## src/hdl/mktc_pkg.sv

```systemverilog
// ----------------------------------------------------------------------------
// mktc_pkg
// types and constants shared by the morse key timing classifier
// ----------------------------------------------------------------------------
`default_nettype none

package mktc_pkg;

  localparam int unsigned CountW = 8;
  localparam int unsigned EventW = 3;
  localparam int unsigned CfgIdxW = 2;
  localparam int unsigned CfgDataW = 8;

  localparam logic [CountW-1:0] CountMax = '1;

  // reset values of the timing thresholds
  localparam logic [CountW-1:0] DashTicksRst = 8'd50;
  localparam logic [CountW-1:0] LetterGapTicksRst = 8'd100;
  localparam logic [CountW-1:0] WordGapTicksRst = 8'd200;

  typedef enum logic [1:0] {
    PH_WAITING = 2'd0,
    PH_SHORT = 2'd1,
    PH_LONG = 2'd2,
    PH_GAP = 2'd3
  } mktc_phase_t;

  typedef enum logic [EventW-1:0] {
    EV_NONE = 3'd0,
    EV_DOT = 3'd1,
    EV_DASH = 3'd2,
    EV_LETTER = 3'd3,
    EV_WORD = 3'd4
  } mktc_event_t;

  typedef enum logic [CfgIdxW-1:0] {
    REG_DASH_TICKS = 2'd0,
    REG_LETTER_GAP_TICKS = 2'd1,
    REG_WORD_GAP_TICKS = 2'd2,
    REG_UNUSED = 2'd3
  } mktc_reg_t;

  typedef struct packed {
    mktc_phase_t phase;
    logic [CountW-1:0] tick_count;
  } mktc_state_t;

  typedef struct packed {
    logic [CountW-1:0] dash_ticks;
    logic [CountW-1:0] letter_gap_ticks;
    logic [CountW-1:0] word_gap_ticks;
  } mktc_cfg_t;

endpackage

`default_nettype wire

```

## src/hdl/mktc_step.sv

```systemverilog
// ----------------------------------------------------------------------------
// mktc_step
// one tick of the key timing state machine: next state and event
// ----------------------------------------------------------------------------
`default_nettype none

module mktc_step (
  input  wire mktc_pkg::mktc_state_t state_i,
  input  wire mktc_pkg::mktc_cfg_t   cfg_i,
  input  wire logic                  press_i,
  input  wire logic                  release_i,
  output mktc_pkg::mktc_state_t      state_o,
  output mktc_pkg::mktc_event_t      event_o
);
  import mktc_pkg::*;

  logic [CountW-1:0] cnt_sat;
  logic              below_dash;
  logic              below_letter;
  logic              below_word;

  assign cnt_sat = (state_i.tick_count == CountMax) ? state_i.tick_count
                                                    : state_i.tick_count + 1'b1;
  assign below_dash = state_i.tick_count < cfg_i.dash_ticks;
  assign below_letter = state_i.tick_count < cfg_i.letter_gap_ticks;
  assign below_word = state_i.tick_count < cfg_i.word_gap_ticks;

  // next state
  always_comb begin
    state_o.phase = state_i.phase;
    state_o.tick_count = '0;
    unique case (state_i.phase)
      PH_WAITING: begin
        if (press_i) state_o.phase = PH_SHORT;
      end
      PH_SHORT: begin
        priority if (release_i && below_dash) begin
          state_o.phase = PH_GAP;
        end else if (!below_dash) begin
          state_o.phase = PH_LONG;
        end else begin
          state_o.tick_count = cnt_sat;
        end
      end
      PH_LONG: begin
        if (release_i) state_o.phase = PH_GAP;
      end
      PH_GAP: begin
        priority if (press_i && below_letter) begin
          state_o.phase = PH_SHORT;
        end else if (press_i && below_word) begin
          state_o.phase = PH_SHORT;
        end else if (!below_word) begin
          state_o.phase = PH_WAITING;
        end else begin
          state_o.tick_count = cnt_sat;
        end
      end
      default: state_o.phase = PH_WAITING;
    endcase
  end

  // event for this tick
  always_comb begin
    event_o = EV_NONE;
    unique case (state_i.phase)
      PH_WAITING: event_o = EV_NONE;
      PH_SHORT: begin
        if (release_i && below_dash) event_o = EV_DOT;
      end
      PH_LONG: begin
        if (release_i) event_o = EV_DASH;
      end
      PH_GAP: begin
        priority if (press_i && below_letter) begin
          event_o = EV_NONE;
        end else if (press_i && below_word) begin
          event_o = EV_LETTER;
        end else if (!below_word) begin
          event_o = EV_WORD;
        end else begin
          event_o = EV_NONE;
        end
      end
      default: event_o = EV_NONE;
    endcase
  end

endmodule

`default_nettype wire

```

## src/hdl/morse_key_timing_classifier_top.sv

```systemverilog
// ----------------------------------------------------------------------------
// morse_key_timing_classifier_top
// classifies morse key press and release timing into dots, dashes and breaks
// ----------------------------------------------------------------------------
// Each input word is one timing tick carrying key-press and key-release flags;
// each accepted tick produces exactly one output word holding a morse event
// (none, dot, dash, letter break or word break). The tick is classified by a
// small compare-and-select stage acting on the phase and tick count registers
// and the event lands in an output register, so a tick can be taken on every
// cycle; the only limit on throughput is the consumer's ready, since the input
// stalls only while the output register is full and not being drained.
// The three thresholds (dash, letter gap, word gap) are written through the
// cfg port, by the user only while the block is idle (not enforced by the
// block); cfg_ready is always high and writes to an unused index are dropped.
// ----------------------------------------------------------------------------
`default_nettype none

module morse_key_timing_classifier_top (
  input  wire logic                          clk,
  input  wire logic                          rst_n,
  // tick input channel
  input  wire logic                          in_valid,
  output logic                               in_ready,
  input  wire logic                          in_key_pressed,
  input  wire logic                          in_key_released,
  // event output channel
  output logic                               out_valid,
  input  wire logic                          out_ready,
  output logic [mktc_pkg::EventW-1:0]        out_morse_event,
  // register write channel
  input  wire logic                          cfg_valid,
  output logic                               cfg_ready,
  input  wire logic [mktc_pkg::CfgIdxW-1:0]  cfg_index,
  input  wire logic [mktc_pkg::CfgDataW-1:0] cfg_data
);
  import mktc_pkg::*;

  mktc_cfg_t   cfg_r;
  mktc_state_t state_r;
  mktc_state_t state_nxt;
  mktc_event_t event_nxt;
  logic [EventW-1:0] event_r;
  logic        out_valid_r;
  logic        in_fire;
  logic        cfg_fire;

  // output register frees up when empty or being drained this cycle
  assign in_ready = !out_valid_r || out_ready;
  assign in_fire = in_valid && in_ready;
  assign cfg_ready = 1'b1;
  assign cfg_fire = cfg_valid && cfg_ready;

  assign out_valid = out_valid_r;
  assign out_morse_event = event_r;

  // threshold registers
  always_ff @(posedge clk) begin
    if (!rst_n) begin
      cfg_r.dash_ticks <= DashTicksRst;
      cfg_r.letter_gap_ticks <= LetterGapTicksRst;
      cfg_r.word_gap_ticks <= WordGapTicksRst;
    end else if (cfg_fire) begin
      unique case (mktc_reg_t'(cfg_index))
        REG_DASH_TICKS: cfg_r.dash_ticks <= cfg_data;
        REG_LETTER_GAP_TICKS: cfg_r.letter_gap_ticks <= cfg_data;
        REG_WORD_GAP_TICKS: cfg_r.word_gap_ticks <= cfg_data;
        REG_UNUSED: ; // dropped
        default: ;
      endcase
    end
  end

  // per-tick classification
  mktc_step u_step (
    .state_i   (state_r),
    .cfg_i     (cfg_r),
    .press_i   (in_key_pressed),
    .release_i (in_key_released),
    .state_o   (state_nxt),
    .event_o   (event_nxt)
  );

  // phase and tick count advance only on an accepted tick
  always_ff @(posedge clk) begin
    if (!rst_n) begin
      state_r.phase <= PH_WAITING;
      state_r.tick_count <= '0;
    end else if (in_fire) begin
      state_r <= state_nxt;
    end
  end

  // output word register
  always_ff @(posedge clk) begin
    if (!rst_n) begin
      out_valid_r <= 1'b0;
    end else if (in_fire) begin
      out_valid_r <= 1'b1;
    end else if (out_ready) begin
      out_valid_r <= 1'b0;
    end
  end

  always_ff @(posedge clk) begin
    if (in_fire) begin
      event_r <= event_nxt;
    end
  end

endmodule

`default_nettype wire
```

## config.mk

```make
export PLATFORM = sky130hd
export DESIGN_NAME = morse_key_timing_classifier_top
export DESIGN_NICKNAME = d
export VERILOG_FILES = /design/src/hdl/mktc_pkg.sv /design/src/hdl/mktc_step.sv /design/src/hdl/morse_key_timing_classifier_top.sv
export SDC_FILE = /design/constraint.sdc
export NUM_CORES = 1
export LEC_CHECK = 0
export BUFFER_PORTS_ARGS = -buffer_cell sky130_fd_sc_hd__buf_2
export CAP_MARGIN = 30
export CORE_UTILIZATION = 53
export CTS_CLUSTER_DIAMETER = 100
export DETAILED_ROUTE_END_ITERATION = 10
export PLACE_DENSITY_LB_ADDON = 0.08
export SKIP_LAST_GASP = 1
export SYNTH_ARGS = -nofsm -noshare
export SYNTH_HDL_FRONTEND = slang
export SYNTH_SLANG_ARGS = --single-unit
```

## constraint.sdc

```tcl
create_clock -name clk -period 2.1 [get_ports clk]
set_input_delay 0.315 -clock clk [delete_from_list [all_inputs] [get_ports clk]]
set_output_delay 0.315 -clock clk [all_outputs]
set_load 0.005 [all_outputs]
```

# After elaboration in Yosys (flattened, before gate mapping)
# Cells that the tools add are included.
op_classes:
  n_addsub: 1
  magnitude_cmp: 3
  eq_ne: 10
  muxes: 23
  n_reduce_logical: 13
op_table:
  columns: ["op", "n"]
  rows:
  - ["8-bit 2-to-1 mux", 6]
  - ["8-bit less-than comparator", 3]
  - ["2-bit 2-to-1 mux", 8]
  - ["8-bit one-hot mux with 2 select lines", 1]
  - ["3-bit one-hot mux with 4 select lines", 1]
  - ["3-bit 2-to-1 mux", 3]
  - ["8-bit by 1-bit adder with 8-bit output, second input constant", 1]
  - ["8-bit == test, second input constant", 1]
  - ["2-bit one-hot mux with 4 select lines", 1]
  - ["2-bit == test, second input constant", 3]
  - ["2-bit AND reduction", 3]
  - ["5-bit AND reduction", 1]
  - ["2-bit by 1-bit == test with 1-bit output, second input constant", 2]
  - ["1-bit logical AND", 4]
  - ["2-bit logical NOT", 2]
  - ["2-bit != test, second input constant", 2]
  - ["4-bit != test, second input constant", 1]
  - ["1-bit 2-to-1 mux", 3]
  - ["3-bit != test, second input constant", 1]
  - ["2-bit nonzero test", 1]
  - ["1-bit logical NOT", 1]
  - ["1-bit logical OR", 1]
totals:
  regBits: 38
  input_bits: 17
  output_inout_bits: 6

# Longest topological paths before layout
# Gate-level depths: netlist of run 1.
logic_depth:
  ltp_word: 6
  depth_mapped: 7

# Hierarchy
# Synthesis of run 1 repeated with hierarchy kept, for this count alone.
hier_totals:
  hier_cells: 272
  area_unflattened_um2: 2313.5
modules_own_cells:
  columns: ["module", "instances", "cells_per_inst", "area_per_inst_um2", "seq_area_each_um2"]
  rows:
  - ["morse_key_timing_classifier_top", 1, 144, 1381.3, 790.8]
  - ["mktc_step", 1, 128, 932.1, 0.0]

# Worst setup path after synthesis of run 1
# Ideal clock, no wire load.
synth_path:
  path_kind: "reg2reg"
  start: "reg state_r[3] (netlist name)"
  end: "reg state_r[7] (netlist name)"
  setup_ns: 0.070
  arrival_time_ns: 1.977
  slack_ns: 0.052
  path_stages_with_launch: 7
  n_path_buf: 0
  period_less_slack_ns: 2.048
  path_cell_list: "dfxtp_1 > ha_1 > a211oi_1 > o21ai_0 > a211oi_1 > o32ai_1 > a21oi_1"
synth_between:
  elab_chain_len: 6
  word_cells_on_any_way: 15
  classes_between: "add/sub (1); order compare (3); eq/ne (1); mux (7); reduce/logical (3)"
synth_rtl:
  columns: ["item", "line_no", "text"]
  rows:
  - ["start, declared", "morse_key_timing_classifier_top.sv:39", "mktc_state_t state_r;"]
  - ["start signal, assigned", "morse_key_timing_classifier_top.sv:89", "state_r <= state_nxt;"]
  - ["8-bit by 1-bit adder with 8-bit output / 8-bit == test (equally long branches)", "mktc_step.sv:23, mktc_step.sv:22", null]
  - ["8-bit 2-to-1 mux", "mktc_step.sv:22", "assign cnt_sat = (state_i.tick_count == CountMax) ? state_i.tick_count"]
  - ["8-bit 2-to-1 mux", "mktc_step.sv:53", "end else if (!below_word) begin"]
  - ["8-bit 2-to-1 mux", "mktc_step.sv:51", "end else if (press_i && below_word) begin"]
  - ["8-bit 2-to-1 mux", "mktc_step.sv:49", "priority if (press_i && below_letter) begin"]
  - ["8-bit one-hot mux with 2 select lines *", "mktc_step.sv:32", "unique case (state_i.phase)"]
# Mark *: on every way between the ends. The rest lies on a longest branch, timed or not.
# A chain may end at the register's enable or synchronous reset.

# Worst setup path in the final report of run 1
layout_path:
  start: "reg cfg_r[1] (netlist name)"
  end: "reg state_r[6] (netlist name)"
layout_between:
  elab_chain_len: 5
  word_cells_on_any_way: 6
  classes_between: "order compare (1); mux (4); reduce/logical (1)"
layout_rtl:
  columns: ["item", "line_no", "text"]
  rows:
  - ["start, declared", "morse_key_timing_classifier_top.sv:38", "mktc_cfg_t cfg_r;"]
  - ["8-bit less-than comparator *", "mktc_step.sv:26", "assign below_word = state_i.tick_count < cfg_i.word_gap_ticks;"]
  - ["8-bit 2-to-1 mux / 1-bit logical AND (equally long branches)", "mktc_step.sv:53, mktc_step.sv:51", null]
  - ["8-bit 2-to-1 mux *", "mktc_step.sv:51", null]
  - ["8-bit 2-to-1 mux *", "mktc_step.sv:49", null]
  - ["8-bit one-hot mux with 2 select lines *", "mktc_step.sv:32", null]
# Marked as above.

==> impl_metrics.json, run 1 <==
{
  "status": "finished clean",
  "max_freq_mhz": 491.6,
  "slew_headroom_pct": 60.22,
  "initial_core_util_pct": 56.58,
  "drive_gt1_share_pct": 19.54,
  "min_period_over_period_pct": 96.87,
  "hp-class": "in2reg",
  "hold_violations": 0,
  "drt_iter0_markers": 112,
  "syn-num-nets": 310,
  "grt_overflow": 0,
  "num_vias": 1977,
  "ir_drop_v": 0.0003798,
  "synth_top_area_cell": "dfxtp_1",
  "final_cell_mix": "dfxtp_1, nand2_1, inv_1",
  "tns_ns": 0,
  "setup_viol": 0,
  "cts_tree": "done",
  "cp_slowest_cell": "a2111o_1",
  "clkSinkCount": 38,
  "crit_family": "compound AO/OA/AOI/OAI gates",
  "drv_cap": 0,
  "clockBufferDepth": 2,
  "yosys.area_share.xor_xnor_pct": 0,
  "path_cells": "inv_1, ha_4, a2111o_1, a2111oi_4, buf_6, o22ai_1, a21oi_1",
  "min_period_ns": 2.034,
  "ys_seq_elements": 38,
  "crit_buf_inv": 2,
  "fin_util_pct": 66.84,
  "ctsHoldBuffers": 0,
  "drtAntennaViolNets": 0,
  "wl_per_cell_um": 14.70,
  "clock_skew_ns": 0.003703,
  "hpwl_um": 3788,
  "startpoint_type": "register",
  "gp_congestion": 0.8270,
  "p_leak_nw": 1.243,
  "synth_top_family_by_area": "simple AND/OR/NAND/NOR gates",
  "path_max_fanout": 8,
  "synthArstFlopShare_pct": 0,
  "die_height_um": 68.05,
  "crit_type": "reg2reg",
  "yosysWarnings": 0,
  "final_common_cell": "dfxtp_1",
  "dieArea_mm2": 0.004631,
  "drc": 0,
  "cts_buffers": 5,
  "fill_cells": 357,
  "crit_arrival_ns": 2.25,
  "synth_adder_area_share_pct": 14.07,
  "num_rows": 23,
  "synth-simple-area-share_pct": 20.24,
  "htreeDepth": 2,
  "ys_types": 50,
  "synthCells": 267,
  "critPathMaxStageDelay_ns": 0.50,
  "grt_pass1_vias": 1788,
  "boundaryPins": 23,
  "grt_max_degree": 24,
  "portBuffers": 21,
  "clkTransAtPathRegs_ns": 0.08,
  "antenna-diode-count": 0,
  "grt_pass1_wl_um": 8259,
  "yosys-mux-area-fraction_pct": 5.628,
  "antenna_found_initial": 0,
  "end_kind": "register",
  "drv_slew": 0,
  "coreArea_mm2": 0.004086,
  "synth_ff_type": "dfxtp_1",
  "clkLatencyLatePin_ns": 0.28,
  "synth_compound_area_share_pct": 18.56,
  "ys_seq_area_share_pct": 34.20,
  "yosys-top-cells-area": "dfxtp_1, ha_1, mux2i_1",
  "track_usage_pct": 23.83,
  "die_w_um": 68.05,
  "vias_per_cell": 5.616,
  "drt-total-wl_um": 5175,
  "worstMarginPinSlew_ns": 0.5949,
  "hold_ws_ns": 0.2944,
  "root_buffer": "clkbuf_8",
  "synth_top_area_share_pct": 30.30,
  "synth_edf_count": 3,
  "syn-cell-area_mm2": 0.002312,
  "area_growth_pct": 18.13,
  "required_ns": 2.31,
  "fin_nets": 345,
  "p_total_w": 0.001550,
  "syn_avg_cell_area_um2": 8.660,
  "p_per_area_mw_per_mm2": 567.4,
  "first_pass_iters": 4
}
-- path summary, 6_finish.rpt --
| check | slack (ns) | to | from | cells past startpoint |
|---|---|---|---|---|
| worst max register to register | 0.07 | state_r[6] | cfg_r[1] | 7 |
| worst min-delay path | 0.29 | cfg_r[21] | cfg_data[5] | 3 |
| worst min register to register | 0.51 | state_r[9] | state_r[9] | 2 |
| worst max-delay path | 0.07 | state_r[6] | cfg_r[1] | 7 |
-- cell families (layout without fill, tap and decap cells) --
| logic type | after synthesis | in the layout |
|---|---|---|
| compound gates | 61 | 61 |
| simple gates | 87 | 87 |
| other cells | 1 | 1 |
| flops | 38 | 38 |
| mux | 13 | 13 |
| buf+inv | 41 | 76 |
| fa+ha+maj | 26 | 26 |
-- synth_stat cells (all sizes together) (2+ instances only) --
master and n:
nand2b 4, a21o 2, edfxtp 3, nor4b 2, nor3b 2, o21ai 17, inv 30, nor2b 15
o22ai 5, clkbuf 7, a21boi 2, and4 2, nor2 9, ha 26, mux2i 13, a41oi 3
and4b 2, and3 2, nand3 7, a2111oi 4, a211oi 3, a21oi 12, o211ai 4, and2 2
nand2 30, dfxtp 35, nand4 2, nand3b 3, buf 3, nor3 3
-- per-layer routing --
metal	vias up	track usage, %	part of all wire [%]
li1	1012	-	-
met4	0	6.510	0.68
met5	-	0	0
met2	38	39.58	47
met3	4	3.500	2.9
met1	923	31.76	49
-- power breakdown --
part / switching (W) / leakage (nW) / internal, W
Clock: 0.000253 / 0.0555 / 0.000332
Combinational: 0.000114 / 0.871 / 0.0000851
Sequential: 0.0000121 / 0.316 / 0.000753
-- state kept, by name, summed over array words and instances (netlist names) --
register / flops
cfg_r: 24
out_morse_event: 3
out_valid: 1
state_r: 10
-- worst min-delay path, cell delays in order --
cell	delay, ns
buf_2	0.10
nand2_1	0.05
o211ai_1	0.07
-- area by class of cell --
| cell class | instances | area (um2) | share of cell area (%) |
|---|---|---|---|
| Multi-Input combinational cell | 188 | 1413 | 51.72 |
| Sequential cell | 38 | 795.8 | 29.13 |
| Timing Repair Buffer | 38 | 236.5 | 8.658 |
| Inverter | 31 | 116.4 | 4.260 |
| Clock buffer | 7 | 107.6 | 3.940 |
| Tap cell | 50 | 62.56 | 2.290 |
-- stage by stage --
stage / setup slack, ns / area (um2) / instances
after CTS: 0.01057 / 2654 / 349
after global placement: -0.02579 / 2541 / 342
after detailed placement: -0.03509 / 2541 / 342
after floorplan: 0.05240 / 2312 / 267
after global routing: -0.003672 / 2731 / 352
final: 0.06577 / 2731 / 352
-- what timing repair did --
action / 4_1_cts / 5_1_grt
pin swaps: 0 / 4
buffers inserted: 0 / 3
setup endpoints to repair: 1 / 13
resized for setup: 1 / 13
Power figures use the tool's default switching activity.
==> inputs of run 2 (changes only) <==
--- a/config.mk
+++ b/config.mk
@@ -7,7 +7,8 @@
 export LEC_CHECK = 0
 export BUFFER_PORTS_ARGS = -buffer_cell sky130_fd_sc_hd__buf_2
 export CAP_MARGIN = 30
-export CORE_UTILIZATION = 53
+export CORE_UTILIZATION = 55
+export CTS_BUF_LIST = sky130_fd_sc_hd__clkbuf_4
 export CTS_CLUSTER_DIAMETER = 100
 export DETAILED_ROUTE_END_ITERATION = 10
 export PLACE_DENSITY_LB_ADDON = 0.08
==> impl_metrics.json, run 2 (synthesized netlist as in run 1, its figures left out) <==
{
  "dieArea_mm2": 0.004468,
  "track_usage_pct": 24.87,
  "end_kind": "register",
  "multi_input_area_mm2": 0.001413,
  "drt_iter0_markers": 93,
  "initial_core_util_pct": 57.39,
  "final_cell_mix": "dfxtp_1, nand2_1, inv_1",
  "drv_slew": 0,
  "hp-class": "in2reg",
  "die_height_um": 66.84,
  "setup_viol": 0,
  "num_rows": 23,
  "grt_max_degree": 23,
  "hold_ws_ns": 0.2263,
  "clkSinkCount": 38,
  "die_w_um": 66.84,
  "drt-total-wl_um": 5231,
  "worstMarginPinSlew_ns": 0.5871,
  "clock_skew_ns": 0.01480,
  "regArea_um2": 797.0,
  "clkLatencyLatePin_ns": 0.35,
  "ir_drop_v": 0.0003347,
  "htreeDepth": 2,
  "grt_pass1_vias": 1776,
  "antenna-diode-count": 0,
  "wl_per_cell_um": 14.82,
  "coreArea_mm2": 0.004029,
  "num_vias": 1959,
  "clockBufferDepth": 2,
  "cts_buffers": 5,
  "max_freq_mhz": 492.7,
  "gp_congestion": 0.8950,
  "crit_start": "state_r[1]",
  "rsz0062_at_grt": "yes",
  "drtAntennaViolNets": 0,
  "portBuffers": 21,
  "hold_violations": 0,
  "final_cells": 353,
  "crit_arrival_ns": 2.14,
  "drv_cap": 0,
  "cts_tree": "done",
  "vias_per_cell": 5.550,
  "area_growth_pct": 15.75,
  "status": "finished clean",
  "rr_startpoint": "state_r[1]",
  "startpoint_type": "register",
  "setup_slack_ns": 0.07047,
  "path_cells": "buf_4, buf_4, ha_1, a2111oi_0, buf_4, o31ai_1, and4b_1",
  "crit_type": "reg2reg",
  "path_max_fanout": 5,
  "hpwl_um": 3817,
  "drc": 0,
  "drive_gt1_share_pct": 20.46,
  "min_period_over_period_pct": 96.64,
  "p_per_area_mw_per_mm2": 495.3,
  "critPathMaxStageDelay_ns": 0.39,
  "grt_pass1_wl_um": 8217,
  "first_pass_iters": 5,
  "fin_nets": 346,
  "dp_slack_ns": -0.01670,
  "slew_headroom_pct": 60.74,
  "clkTransAtPathRegs_ns": 0.12,
  "cp_slowest_cell": "a2111oi_0",
  "fin_util_pct": 66.43,
  "grt_overflow": 0,
  "p_leak_nw": 1.223,
  "required_ns": 2.21,
  "antenna_found_initial": 0,
  "final_common_cell": "dfxtp_1",
  "crit_top_cell": "buf_4",
  "boundaryPins": 23,
  "dp.cells": 345,
  "hp-start": "cfg_data[4]",
  "root_buffer": "clkbuf_4",
  "largest_reg_flops": 24,
  "fill_cells": 361,
  "p_total_w": 0.001326,
  "largest-register": "cfg_r",
  "min_period_ns": 2.030
}
==> run 2: final cells by class <==
cell class | instances | share of cell area [%]
Sequential cell | 38 | 29.78
Inverter | 31 | 4.348
Multi-Input combinational cell | 188 | 52.78
Clock buffer | 5 | 1.403
Timing Repair Buffer | 39 | 8.976
Clock inverter | 2 | 0.3740
Tap cell | 50 | 2.338
==> run 2: critical path, delay by kind of cell (launching register included) <==
kind | cells | cell delay, ns
AOI/OAI and AO/OA | 2 | 0.48
buffers and inverters | 3 | 0.47
DFF | 1 | 0.38
adders and majority gates | 1 | 0.27
and+or+nand+nor | 1 | 0.21
==> run 2: where the power goes <==
group          switching, W  internal [W]  total (W)
Sequential        0.0000115      0.000754   0.000765
Clock              0.000241      0.000121   0.000361
Combinational      0.000114     0.0000855   0.000199
==> run 2: path summary, 6_finish.rpt <==
kind / endpoint / slack, ns / depth (start not counted)
max: out_morse_event[2] / 0.07 / 7
min: cfg_r[20] / 0.23 / 3
min reg2reg: state_r[9] / 0.51 / 2
max reg2reg: out_morse_event[2] / 0.07 / 7
==> run 2: per-stage QoR <==
stage | area [um2] | TNS (ns)
floorplan | 2312 | 0
global placement | 2564 | -0.04366
detailed placement | 2564 | -0.03352
CTS | 2619 | 0
global route | 2676 | -0.02723
finish | 2676 | 0
==> run 2: routing by layer <==
layer  global-route usage (%)  up-vias  share of wire [%]
met5                        0        -                  0
met4                    8.511        0                2.2
met3                    6.336       12                3.2
met2                    41.16       40                 48
met1                    30.94      891                 47
li1                         -     1016                  -
==> run 2: repair_timing <==
| item | in CTS | in global routing |
|---|---|---|
| pin swaps | 0 | 7 |
| gates resized for setup | 4 | 11 |
| setup endpoints to repair | 4 | 13 |
| hold buffers | 0 | 0 |
| setup buffers | 0 | 1 |
